## src/rtl/cdq_pkg.sv

```systemverilog
// Package for the circular deque: operation and status codes, stream field
// layout, default sizes and the command/status structs between control and
// datapath. No dependencies.
package cdq_pkg;

   // Default sizes, handed to the top-level parameters.
   localparam int DEFAULT_DEPTH      = 16;
   localparam int DEFAULT_DATA_WIDTH = 32;

   // Fixed field widths of the stream payloads.
   localparam int OPCODE_W    = 3;
   localparam int POS_W       = 4;
   localparam int DATA_IN_W   = 32;
   localparam int DATA_OUT_W  = 32;
   localparam int STATUS_W    = 2;
   localparam int COUNT_OUT_W = 5;

   // Request payload layout, lowest bit first.
   localparam int OPC_LSB     = 0;
   localparam int POS_LSB     = OPC_LSB + OPCODE_W;
   localparam int DIN_LSB     = POS_LSB + POS_W;
   localparam int REQ_USED_W  = DIN_LSB + DATA_IN_W;
   localparam int REQ_TDATA_W = ((REQ_USED_W + 7) / 8) * 8;

   // Response payload layout, lowest bit first.
   localparam int RSP_USED_W  = DATA_OUT_W + STATUS_W + COUNT_OUT_W;
   localparam int RSP_TDATA_W = ((RSP_USED_W + 7) / 8) * 8;
   localparam int RSP_PAD_W   = RSP_TDATA_W - RSP_USED_W;

   // Operation codes.
   localparam logic [OPCODE_W-1:0] OP_PUSH_FRONT = 3'd0;
   localparam logic [OPCODE_W-1:0] OP_PUSH_BACK  = 3'd1;
   localparam logic [OPCODE_W-1:0] OP_POP_FRONT  = 3'd2;
   localparam logic [OPCODE_W-1:0] OP_POP_BACK   = 3'd3;
   localparam logic [OPCODE_W-1:0] OP_READ_AT    = 3'd4;
   localparam logic [OPCODE_W-1:0] OP_WRITE_AT   = 3'd5;

   // Result status codes.
   localparam logic [STATUS_W-1:0] ST_OK    = 2'd0;
   localparam logic [STATUS_W-1:0] ST_FULL  = 2'd1;
   localparam logic [STATUS_W-1:0] ST_EMPTY = 2'd2;
   localparam logic [STATUS_W-1:0] ST_RANGE = 2'd3;

   // Commands from the controller to the datapath.
   typedef struct packed {
      logic capture;    // latch the accepted request
      logic execute;    // update pointers and access the store
      logic load_read;  // take the registered store read into the response
   } cmd_type;

   // Status from the datapath to the controller.
   typedef struct packed {
      logic needs_read; // the executing operation returns a stored value
   } sts_type;

endpackage

```

## src/rtl/cdq_ram.sv

```systemverilog
// Generic single-write, single-read RAM with a registered read port.
// No dependencies; contents are undefined until written.
module cdq_ram #(
   parameter int WIDTH = 32,
   parameter int DEPTH = 16
) (
   input  logic                     clock,
   input  logic                     wr_en,
   input  logic [$clog2(DEPTH)-1:0] wr_addr,
   input  logic [WIDTH-1:0]         wr_data,
   input  logic                     rd_en,
   input  logic [$clog2(DEPTH)-1:0] rd_addr,
   output logic [WIDTH-1:0]         rd_data
);

   logic [WIDTH-1:0] mem_ff [DEPTH];
   logic [WIDTH-1:0] rd_data_ff;

   // Write port and registered read port.
   always_ff @(posedge clock) begin
      if (wr_en) begin
         mem_ff[wr_addr] <= wr_data;
      end
      if (rd_en) begin
         rd_data_ff <= mem_ff[rd_addr];
      end
   end

   assign rd_data = rd_data_ff;

endmodule

```

## src/rtl/cdq_ctrl.sv

```systemverilog
// Controller of the circular deque: sequences capture, execute, store read
// and response hand-off for one transaction at a time.
// Depends on cdq_pkg.
module cdq_ctrl (
   input  logic             clock,
   input  logic             reset,
   input  logic             req_tvalid,
   output logic             req_tready,
   output logic             rsp_tvalid,
   input  logic             rsp_tready,
   input  cdq_pkg::sts_type sts,
   output cdq_pkg::cmd_type cmd
);
   import cdq_pkg::*;

   localparam logic [1:0] S_IDLE = 2'd0;
   localparam logic [1:0] S_EXEC = 2'd1;
   localparam logic [1:0] S_READ = 2'd2;
   localparam logic [1:0] S_RESP = 2'd3;

   logic [1:0] state_ff;
   logic [1:0] state_in;

   // Next state and commands.
   always_comb begin
      state_in      = state_ff;
      cmd.capture   = 1'b0;
      cmd.execute   = 1'b0;
      cmd.load_read = 1'b0;
      unique case (state_ff)
         S_IDLE: begin
            if (req_tvalid) begin
               cmd.capture = 1'b1;
               state_in    = S_EXEC;
            end
         end
         S_EXEC: begin
            cmd.execute = 1'b1;
            state_in    = sts.needs_read ? S_READ : S_RESP;
         end
         S_READ: begin
            cmd.load_read = 1'b1;
            state_in      = S_RESP;
         end
         S_RESP: begin
            if (rsp_tready) begin
               state_in = S_IDLE;
            end
         end
         default: begin
            state_in = S_IDLE;
         end
      endcase
   end

   // State register.
   always_ff @(posedge clock) begin
      if (reset) begin
         state_ff <= S_IDLE;
      end else begin
         state_ff <= state_in;
      end
   end

   assign req_tready = (state_ff == S_IDLE);
   assign rsp_tvalid = (state_ff == S_RESP);

endmodule

```

## src/rtl/cdq_datapath.sv

```systemverilog
// Datapath of the circular deque: request and response registers, ring
// pointers, item count and the ring store.
// Depends on cdq_pkg and cdq_ram.
module cdq_datapath #(
   parameter int DEPTH      = cdq_pkg::DEFAULT_DEPTH,
   parameter int DATA_WIDTH = cdq_pkg::DEFAULT_DATA_WIDTH
) (
   input  logic                             clock,
   input  logic                             reset,
   input  cdq_pkg::cmd_type                 cmd,
   output cdq_pkg::sts_type                 sts,
   input  logic [cdq_pkg::REQ_TDATA_W-1:0]  req_tdata,
   output logic [cdq_pkg::RSP_TDATA_W-1:0]  rsp_tdata
);
   import cdq_pkg::*;

   localparam int AW   = $clog2(DEPTH);
   localparam int CW   = $clog2(DEPTH + 1);
   localparam int SW   = ((AW > POS_W) ? AW : POS_W) + 1;
   localparam int CMPW = (CW > POS_W) ? CW : POS_W;
   localparam logic [AW-1:0] LAST_IDX  = AW'(DEPTH - 1);
   localparam logic [CW-1:0] FULL_CNT  = CW'(DEPTH);
   localparam logic [SW-1:0] DEPTH_SUM = SW'(DEPTH);

   // Captured request.
   logic [OPCODE_W-1:0]   op_ff;
   logic [POS_W-1:0]      pos_ff;
   logic [DATA_WIDTH-1:0] din_ff;
   logic [63:0]           din_wide;

   // Ring state.
   logic [AW-1:0] front_ff, front_in;
   logic [AW-1:0] back_ff, back_in;
   logic [CW-1:0] count_ff, count_in;

   // Response registers.
   logic [DATA_OUT_W-1:0] rsp_data_ff;
   logic [STATUS_W-1:0]   rsp_status_ff;
   logic [STATUS_W-1:0]   status_in;

   // Store access.
   logic                  ram_we, ram_re;
   logic [AW-1:0]         ram_waddr, ram_raddr;
   logic [DATA_WIDTH-1:0] ram_rdata;
   logic [63:0]           rd_wide;

   // Address arithmetic.
   logic [AW-1:0] front_dec, front_inc, back_dec, back_inc;
   logic [SW-1:0] slot_sum, slot_wrap;
   logic [AW-1:0] slot;
   logic          is_full, is_empty, pos_ok, needs_read;
   logic [31:0]   count_wide;

   // Request capture; only the low DATA_WIDTH bits of the value are kept.
   assign din_wide = 64'(req_tdata[DIN_LSB +: DATA_IN_W]);

   always_ff @(posedge clock) begin
      if (cmd.capture) begin
         op_ff  <= req_tdata[OPC_LSB +: OPCODE_W];
         pos_ff <= req_tdata[POS_LSB +: POS_W];
         din_ff <= din_wide[DATA_WIDTH-1:0];
      end
   end

   // Wrapping pointer steps and the logical-to-physical slot.
   assign front_dec = (front_ff == '0) ? LAST_IDX : front_ff - 1'b1;
   assign front_inc = (front_ff == LAST_IDX) ? '0 : front_ff + 1'b1;
   assign back_dec  = (back_ff == '0) ? LAST_IDX : back_ff - 1'b1;
   assign back_inc  = (back_ff == LAST_IDX) ? '0 : back_ff + 1'b1;
   assign slot_sum  = SW'(front_ff) + SW'(pos_ff);
   assign slot_wrap = (slot_sum >= DEPTH_SUM) ? slot_sum - DEPTH_SUM : slot_sum;
   assign slot      = slot_wrap[AW-1:0];
   assign is_full   = (count_ff == FULL_CNT);
   assign is_empty  = (count_ff == '0);
   assign pos_ok    = (CMPW'(pos_ff) < CMPW'(count_ff));

   // A pop on a non-empty deque or an in-range read returns a stored value.
   assign needs_read = (((op_ff == OP_POP_FRONT) || (op_ff == OP_POP_BACK)) && !is_empty) ||
                       ((op_ff == OP_READ_AT) && pos_ok);

   // Operation decode.
   always_comb begin
      front_in   = front_ff;
      back_in    = back_ff;
      count_in   = count_ff;
      status_in  = ST_OK;
      ram_we     = 1'b0;
      ram_re     = 1'b0;
      ram_waddr  = '0;
      ram_raddr  = '0;
      if (cmd.execute) begin
         unique case (op_ff)
            OP_PUSH_FRONT: begin
               if (is_full) begin
                  status_in = ST_FULL;
               end else begin
                  front_in  = front_dec;
                  ram_we    = 1'b1;
                  ram_waddr = front_dec;
                  count_in  = count_ff + 1'b1;
               end
            end
            OP_PUSH_BACK: begin
               if (is_full) begin
                  status_in = ST_FULL;
               end else begin
                  back_in   = back_inc;
                  ram_we    = 1'b1;
                  ram_waddr = back_inc;
                  count_in  = count_ff + 1'b1;
               end
            end
            OP_POP_FRONT: begin
               if (is_empty) begin
                  status_in = ST_EMPTY;
               end else begin
                  ram_re     = 1'b1;
                  ram_raddr  = front_ff;
                  front_in   = front_inc;
                  count_in   = count_ff - 1'b1;
               end
            end
            OP_POP_BACK: begin
               if (is_empty) begin
                  status_in = ST_EMPTY;
               end else begin
                  ram_re     = 1'b1;
                  ram_raddr  = back_ff;
                  back_in    = back_dec;
                  count_in   = count_ff - 1'b1;
               end
            end
            OP_READ_AT: begin
               if (!pos_ok) begin
                  status_in = ST_RANGE;
               end else begin
                  ram_re     = 1'b1;
                  ram_raddr  = slot;
               end
            end
            OP_WRITE_AT: begin
               if (!pos_ok) begin
                  status_in = ST_RANGE;
               end else begin
                  ram_we    = 1'b1;
                  ram_waddr = slot;
               end
            end
            default: begin
               // Unused codes do nothing and report success.
               status_in = ST_OK;
            end
         endcase
      end
   end

   assign sts.needs_read = needs_read;

   // Pointer and count registers.
   always_ff @(posedge clock) begin
      if (reset) begin
         front_ff <= '0;
         back_ff  <= LAST_IDX;
         count_ff <= '0;
      end else begin
         front_ff <= front_in;
         back_ff  <= back_in;
         count_ff <= count_in;
      end
   end

   // Ring store.
   cdq_ram #(
      .WIDTH (DATA_WIDTH),
      .DEPTH (DEPTH)
   ) u_ram (
      .clock   (clock),
      .wr_en   (ram_we),
      .wr_addr (ram_waddr),
      .wr_data (din_ff),
      .rd_en   (ram_re),
      .rd_addr (ram_raddr),
      .rd_data (ram_rdata)
   );

   // Response registers; the value is zero unless a store read follows.
   assign rd_wide = 64'(ram_rdata);

   always_ff @(posedge clock) begin
      if (cmd.execute) begin
         rsp_status_ff <= status_in;
         rsp_data_ff   <= '0;
      end else if (cmd.load_read) begin
         rsp_data_ff <= rd_wide[DATA_OUT_W-1:0];
      end
   end

   // Response packing.
   assign count_wide = 32'(count_ff);
   assign rsp_tdata  = {{RSP_PAD_W{1'b0}}, count_wide[COUNT_OUT_W-1:0],
                        rsp_status_ff, rsp_data_ff};

endmodule

```

## src/rtl/circular_deque.sv

```systemverilog
// Circular deque top level: one transaction at a time, a new request only
// after the last result is taken, set by the controller sequence idle,
// execute, store read, respond; the store-read state serves only pops and
// reads that return a value, for the registered store read. Synchronous
// active-high reset empties the deque at once; store contents are left as
// they are.
// Depends on cdq_pkg, cdq_ctrl and cdq_datapath.
module circular_deque #(
   parameter int DEPTH      = cdq_pkg::DEFAULT_DEPTH,
   parameter int DATA_WIDTH = cdq_pkg::DEFAULT_DATA_WIDTH
) (
   input  logic                            clock,
   input  logic                            reset,
   input  logic                            req_tvalid,
   output logic                            req_tready,
   // opcode[2:0], position[6:3], data_in[38:7], zero[39]
   input  logic [cdq_pkg::REQ_TDATA_W-1:0] req_tdata,
   output logic                            rsp_tvalid,
   input  logic                            rsp_tready,
   // data_out[31:0], status[33:32], item_count[38:34], zero[39]
   output logic [cdq_pkg::RSP_TDATA_W-1:0] rsp_tdata
);
   import cdq_pkg::*;

   cmd_type cmd;
   sts_type sts;

   // Transaction sequencer.
   cdq_ctrl u_ctrl (
      .clock      (clock),
      .reset      (reset),
      .req_tvalid (req_tvalid),
      .req_tready (req_tready),
      .rsp_tvalid (rsp_tvalid),
      .rsp_tready (rsp_tready),
      .sts        (sts),
      .cmd        (cmd)
   );

   // Pointers, count and ring store.
   cdq_datapath #(
      .DEPTH      (DEPTH),
      .DATA_WIDTH (DATA_WIDTH)
   ) u_datapath (
      .clock     (clock),
      .reset     (reset),
      .cmd       (cmd),
      .sts       (sts),
      .req_tdata (req_tdata),
      .rsp_tdata (rsp_tdata)
   );

endmodule

```

## config.mk

```make
export PLATFORM = sky130hd
export DESIGN_NAME = circular_deque
export DESIGN_NICKNAME = d
export VERILOG_FILES = /design/src/rtl/cdq_pkg.sv /design/src/rtl/cdq_ram.sv /design/src/rtl/cdq_ctrl.sv /design/src/rtl/cdq_datapath.sv /design/src/rtl/circular_deque.sv
export SDC_FILE = /design/constraint.sdc
export NUM_CORES = 1
export LEC_CHECK = 0
export BUFFER_PORTS_ARGS = -buffer_cell sky130_fd_sc_hd__buf_2
export CORE_MARGIN = 2
export CORE_UTILIZATION = 55
export DETAILED_ROUTE_END_ITERATION = 8
export PLACE_DENSITY = 0.72
export SYNTH_ARGS = -nofsm -noshare
export SYNTH_HDL_FRONTEND = slang
export SYNTH_SLANG_ARGS = --single-unit
```

## constraint.sdc

```tcl
create_clock -name clock -period 5.55 [get_ports clock]
set_clock_uncertainty 0.2 [all_clocks]
set_input_delay 1.11 -clock clock [delete_from_list [all_inputs] [get_ports clock]]
set_output_delay 1.11 -clock clock [all_outputs]
set_load 0.03 [all_outputs]
```

# [After elaboration in Yosys (flattened, before gate mapping)]
# Memories as Yosys holds them, arrays and structs flattened. A register that Yosys moved wholly into a read port is not among the register bits.
# Cells that the tools add are included.
[totals] ramBits=512 elab_cells=103 input_bits=44 mem_count=1 reg_bits=88 latch_bits=0 rom_bits=0 out_inout_bits=42
[memory_table] memory="u_datapath.u_ram.mem_ff" depth=16 width=32 rd=1 rd_clocked_by_memory_dff=1 wr=1 line="cdq_ram.sv:16" text="logic [WIDTH-1:0] mem_ff [DEPTH];"
[op_classes] n_shift=0 muxes=44 reduce_logical=20 eq_ne=19 n_div=0 magnitude_cmp=2 addsub=8 bitwise_logic=0 mul=0
[ops] operator="$mux 4" count=16
[ops] operator="$pmux 4 s3" count=2
[ops] operator="$pmux 4 s2" count=2
[ops] operator="$ne 2x2->1 const B" count=7
[ops] operator="$mux 1" count=13
[ops] operator="$reduce_and 4->1" count=3
[ops] operator="$sub 4x1->4 const B" count=3
[ops] operator="$mux 5" count=2
[ops] operator="$pmux 5 s2" count=1
[ops] operator="$add 4x1->4 const B" count=2
[ops] operator="$eq 4x4->1 const B" count=2
[ops] operator="$logic_not 4->1" count=2
[ops] operator="$mux 2" count=4
[ops] operator="$pmux 2 s4" count=1
[ops] operator="$eq 3x2->1 const B" count=2
[ops] operator="$eq 3x3->1 const B" count=2
[ops] operator="$pmux 2 s3" count=1
[ops] operator="$reduce_bool 2->1" count=3
[ops] operator="$reduce_or 2->1" count=3
[ops] operator="$add 4x4->5" count=1
[ops] operator="$add 5x1->5 const B" count=1
[ops] operator="$eq 5x5->1 const B" count=1
[ops] operator="$ge 5x5->1 const B" count=1
[ops] operator="$logic_not 5->1" count=1
[ops] operator="13 further kinds" count=17

# [Depth between registers and ports, before layout]
[logic_depth] word_depth=6 depth_mapped=15 ltp_nobuf=10

# [By module]
# A second synthesis with hierarchy kept.
[unflattened] hier_cells=1194 area_unflattened_um2=24143.2
[by_module_without_submodules] mod="cdq_ram" cells_each=838 instances=1 seq_area_each_um2=16335.7 area_each_um2=20155.6
[by_module_without_submodules] mod="cdq_datapath" cells_each=337 instances=1 seq_area_each_um2=2132.0 area_each_um2=3821.2
[by_module_without_submodules] mod="cdq_ctrl" cells_each=19 instances=1 seq_area_each_um2=40.0 area_each_um2=166.4

# [Least setup slack after synthesis]
# No wires, ideal clock.
[synth_path] kind="register -> register" start="register u_datapath.count_ff[3]" end="register u_datapath.u_ram.rd_data_ff[0], in the netlist u_datapath.u_ram.rd_data[0] (read register of u_datapath.u_ram.mem_ff), enable pin" required_time_ns=4.880 stages_incl_launch_ff=7 arrival_time_ns=4.028 setup_ns=0.470 path_slack_ns=0.851 period_less_slack_ns=4.699 path_buffers=1 cell_sequence="dfxtp_1 -> inv_1 -> ha_1 -> o41a_1 -> and2_0 -> clkbuf_1 -> a21boi_0"
[synth_between] elab_chain_len=4 word_cells_on_any_way=11 classes_between="order compare (1); mux (9); reduce/logical (1)"
[synth_rtl] item="start: declaration" line="cdq_datapath.sv:34" text="logic [CW-1:0] count_ff, count_in;"
[synth_rtl] item="start signal: assignment" line="cdq_datapath.sv:168" text="count_ff <= count_in;"
[synth_rtl] item="$lt 4x5->1 / $logic_not 5->1 (equally long branches)" line="cdq_datapath.sv:75, cdq_datapath.sv:74"
[synth_rtl] item="$mux 1 (on tied branches)" line="cdq_datapath.sv:134, cdq_datapath.sv:114, cdq_datapath.sv:124"
[synth_rtl] item="$pmux 1 s2 *" line="cdq_datapath.sv:92" text="unique case (op_ff)"
[synth_rtl] item="$mux 1 *" line="cdq_datapath.sv:91" text="if (cmd.execute) begin"
[synth_rtl] item="net u_datapath.ram_re" line="cdq_datapath.sv:42" text="logic ram_we, ram_re;"
[synth_rtl] item="end: declaration" line="cdq_ram.sv:17" text="logic [WIDTH-1:0] rd_data_ff;"
# Mark *: on every way through the listed nets, which the timed path passes. The rest lies on a longest branch.
# A chain may end at the register's enable or synchronous reset.

# [Worst setup path after layout]
[layout_path] start="register u_datapath.op_ff[0]" end="register u_datapath.u_ram.rd_data_ff[10], in the netlist u_datapath.u_ram.rd_data[10] (read register of u_datapath.u_ram.mem_ff) (data pin)"
[layout_between] elab_chain_len=4 word_cells_on_any_way=8 classes_between="eq/ne (3); mux (4); reduce/logical (1)"
[layout_rtl] item="start: declaration" line="cdq_datapath.sv:26" text="logic [OPCODE_W-1:0] op_ff;"
[layout_rtl] item="start signal: assignment" line="cdq_datapath.sv:59" text="op_ff <= req_tdata[OPC_LSB +: OPCODE_W];"
[layout_rtl] item="$eq 3x2->1" line="cdq_datapath.sv:92"
[layout_rtl] item="$reduce_or 2->1 (no line)"
[layout_rtl] item="$pmux 1 s2" line="cdq_datapath.sv:92"
[layout_rtl] item="$mux 1" line="cdq_datapath.sv:91"
# Several ways; a longest one is shown, not always the timed one.

==> results.json <==
{
  "run_status": "finished clean",
  "grt_setup_unrepaired": "no",
  "irDropWorstVdd_mv": 0.3498,
  "cts_buffer_count": 61,
  "drt-total-wl_um": 57290,
  "io_pins": 86,
  "final_common_cell": "sky130_fd_sc_hd__edfxtp_1",
  "postSynth.asyncResetShare": 0,
  "maximum_number_of_pins_on_one_net_before_global_route_repair": 150,
  "cts_hold_bufs": 0,
  "reg2reg_depth": 9,
  "cts-resized-gates": 0,
  "synth.net_count": 1958,
  "stdcell_area_um2": 28210,
  "holdPathStages": 2,
  "firstDrtPassIters": 6,
  "clock_path_buffers": 3,
  "global_route_wire_length_before_repair_um": 86690,
  "endpoint_kind": "flip-flop",
  "gp_congestion": 0.8097,
  "setup-violations-final": 0,
  "switching_share": 0.2594,
  "post-cts-setup-buffers": 0,
  "synthToLayoutAreaGrowth_pct": 12.94,
  "clock_sink_count": 632,
  "final_cell_mix": "sky130_fd_sc_hd__edfxtp_1 (585), sky130_fd_sc_hd__nand2_1 (546), sky130_fd_sc_hd__nand3_1 (127), sky130_fd_sc_hd__buf_2 (83), sky130_fd_sc_hd__a31oi_1 (64)",
  "synth_edf_count": 585,
  "timing.final.ws_setup_ns": 1.240,
  "synth_sequential_area_ratio": 0.7409,
  "power_leakage_nw": 9.876,
  "p_int_mw": 8.788,
  "combPwrFrac": 0.122,
  "power_density_nw_per_um2": 420.6,
  "criticalPathCategory": "flip-flop to flip-flop",
  "grt_antenna_before_repair": 0,
  "timing.critical_path.required_ns": 5.83,
  "detailedPlace.worstSlack_ns": 1.297,
  "gr-total-overflow": 0,
  "antenna-diode-count": 0,
  "count_of_mapped_cells_out_of_synthesis": 1893,
  "detail_route.drc_violations": 0,
  "cell_at_the_root_of_the_clock_tree": "sky130_fd_sc_hd__clkbuf_16",
  "post-synth-top-area-cell": "sky130_fd_sc_hd__edfxtp_1",
  "drive_gt1_frac": 0.1213,
  "crit_path_max_fanout": 22,
  "post_synthesis_cell_area_um2": 24980,
  "report.final.hold_viol_count": 0,
  "syn-mean-instance-area_um2": 13.20,
  "timing.setup.tns_ns": 0,
  "dpl_cell_area_um2": 26090,
  "design.core.area_um2": 45090,
  "pwr-share-clk": 0.366,
  "synth_area_leaders": "sky130_fd_sc_hd__edfxtp_1 (70%), sky130_fd_sc_hd__nand2_1 (8.2%), sky130_fd_sc_hd__dfxtp_1 (3.8%)",
  "slew_headroom": 0.2156,
  "total_power_mw": 11.87,
  "die_area_um2": 47140,
  "yosysWarningCount": 0,
  "finalWorstPathRequiredPeriod_ns": 4.310,
  "htree_num_levels": 2,
  "die_width_um": 217.1,
  "synth_seq_cells": 632,
  "worst_setup_path_startpoint": "u_datapath.op_ff[0]",
  "power.share.sequential": 0.512,
  "class_of_the_tightest_hold_or_removal_check": "flip-flop to flip-flop",
  "route.vias.total": 15400,
  "clkLatencyLatePin_ns": 0.63,
  "first_global_vias": 14690,
  "cap_viol_max_count": 0,
  "dominantRegCellSynth": "sky130_fd_sc_hd__edfxtp_1",
  "post_synth_num_cell_types": 58,
  "net-switching-power_mw": 3.078,
  "final_core_utilization": 0.6257,
  "placementRows": 78,
  "die_height_um": 217.1,
  "max_clock_freq_ghz": 0.2320,
  "routed_via_density": 5.897,
  "finalNetCount": 2023,
  "worst_setup_hold_path_clk_slew_ns": 0.07,
  "cts_tree": "built",
  "min-delay-start": "u_datapath.u_ram.rd_data[20]",
  "routedWlPerCell_um": 21.94,
  "gr-usage-all-layers": 0.2448,
  "drt_iter0_drc": 2036,
  "crit_path_start_kind": "flip-flop",
  "max_slew.worst_pin.slew_ns": 1.177,
  "netlist.area_leader.share": 0.7032,
  "rr_startpoint": "u_datapath.op_ff[0]",
  "drt.antenna.violating_nets": 0,
  "period_share": 0.7767,
  "critical_path_arrival_ns": 4.59,
  "port-buffer-count": 83,
  "detailed_place_hpwl_um": 29830,
  "initial_utilization": 0.5540,
  "maxSlewViolCount": 0
}
==> power by group through the flow <==
stage / logic [mW] / clock network [mW] / registers, mW
after floorplan: 0.750 / 0 / 6.30
after global placement: 1.41 / 0 / 6.14
after detailed placement: 1.45 / 0 / 6.16
after CTS: 1.46 / 4.40 / 6.07
after global routing: 1.58 / 4.58 / 6.12
final: 1.45 / 4.35 / 6.07
==> worst max-delay path: stages (launching register included) <==
cell	delay (ns)
sky130_fd_sc_hd__edfxtp_1	0.84
sky130_fd_sc_hd__nand4bb_1	0.22
sky130_fd_sc_hd__o41a_1	0.18
sky130_fd_sc_hd__and2_0	0.44
sky130_fd_sc_hd__o22ai_1	0.29
sky130_fd_sc_hd__o31ai_4	1.04
sky130_fd_sc_hd__buf_4	0.46
sky130_fd_sc_hd__o21ai_1	0.11
sky130_fd_sc_hd__a31oi_1	0.17
sky130_fd_sc_hd__or4_1	0.19
==> routing by layer <==
metal	GRT usage	up-vias	wire, um
met3	0.03424	104	4421
met2	0.3970	699	27620
li1	-	7063	-
met1	0.3418	7531	23630
met5	0	-	0
met4	0.08904	0	1619
==> layout make-up <==
type	count	area, um2
Fill cell	3302	16880
Clock buffer	81	1652
Timing Repair Buffer	118	715.7
Inverter	15	56.30
Tap cell	600	750.7
Sequential cell	632	18510
Clock inverter	35	470.5
Multi-Input combinational cell	1130	6060
==> registers in the layout (all words and copies together) (netlist names) <==
name / cells
u_datapath.back_ff: 4
u_ctrl.state_ff: 2
u_datapath.count_ff: 5
u_datapath.rsp_status_ff: 2
u_datapath.op_ff: 3
u_datapath.front_ff: 4
u_datapath.pos_ff: 4
u_datapath.rsp_data_ff: 32
u_datapath.u_ram.rd_data: 32
u_datapath.din_ff: 32
u_datapath.u_ram.mem_ff: 512
==> cell usage after synthesis, drive strengths merged (3+ instances only) <==
cell and n:
nor2 58, nand2 547, or4 3, a211oi 6, nor2b 10, nand2b 10, and2 10, clkbuf 57
mux2i 45, a32oi 31, inv 15, buf 59, nand4 3, a211o 3, dfxtp 47, o311ai 31
a21oi 55, ha 19, nand3 128, a31oi 64, xor2 4, and3 37, o21ai 15, a221oi 3
xnor2 8, a21o 4, o22ai 6, edfxtp 585
==> metrics by stage <==
stage,instances,hold slack (ns)
3_5_place_dp,2495,0.2701
3_3_place_gp,2495,0.2636
2_1_floorplan,1893,0.2563
6_report,2611,0.2870
4_1_cts,2611,0.2879
5_1_grt,2611,0.3120
==> path summary, 6_finish.rpt <==
kind,end,slack [ns]
hold / removal,u_datapath.rsp_data_ff[20],0.29
setup reg to reg,u_datapath.u_ram.rd_data[10],1.24
hold reg to reg,u_datapath.rsp_data_ff[20],0.29
setup / recovery,u_datapath.u_ram.rd_data[10],1.24
==> cells by family (layout without fill, tap and decap cells) <==
logic type / after synthesis / count (layout) / synth area share
AO/OA/AOI/OAI: 233 / 233 / 0.06391
XOR/XNOR: 12 / 12 / 0.004207
other: 1 / 1 / 0.0001501
AND/OR/NAND/NOR: 817 / 817 / 0.1383
adder cells (fa/ha/maj): 21 / 21 / 0.01112
flip-flops: 632 / 632 / 0.7409
buffers and inverters: 131 / 249 / 0.02279
multiplexers: 46 / 46 / 0.01863
Note: power is estimated with default switching activity, not from simulation.
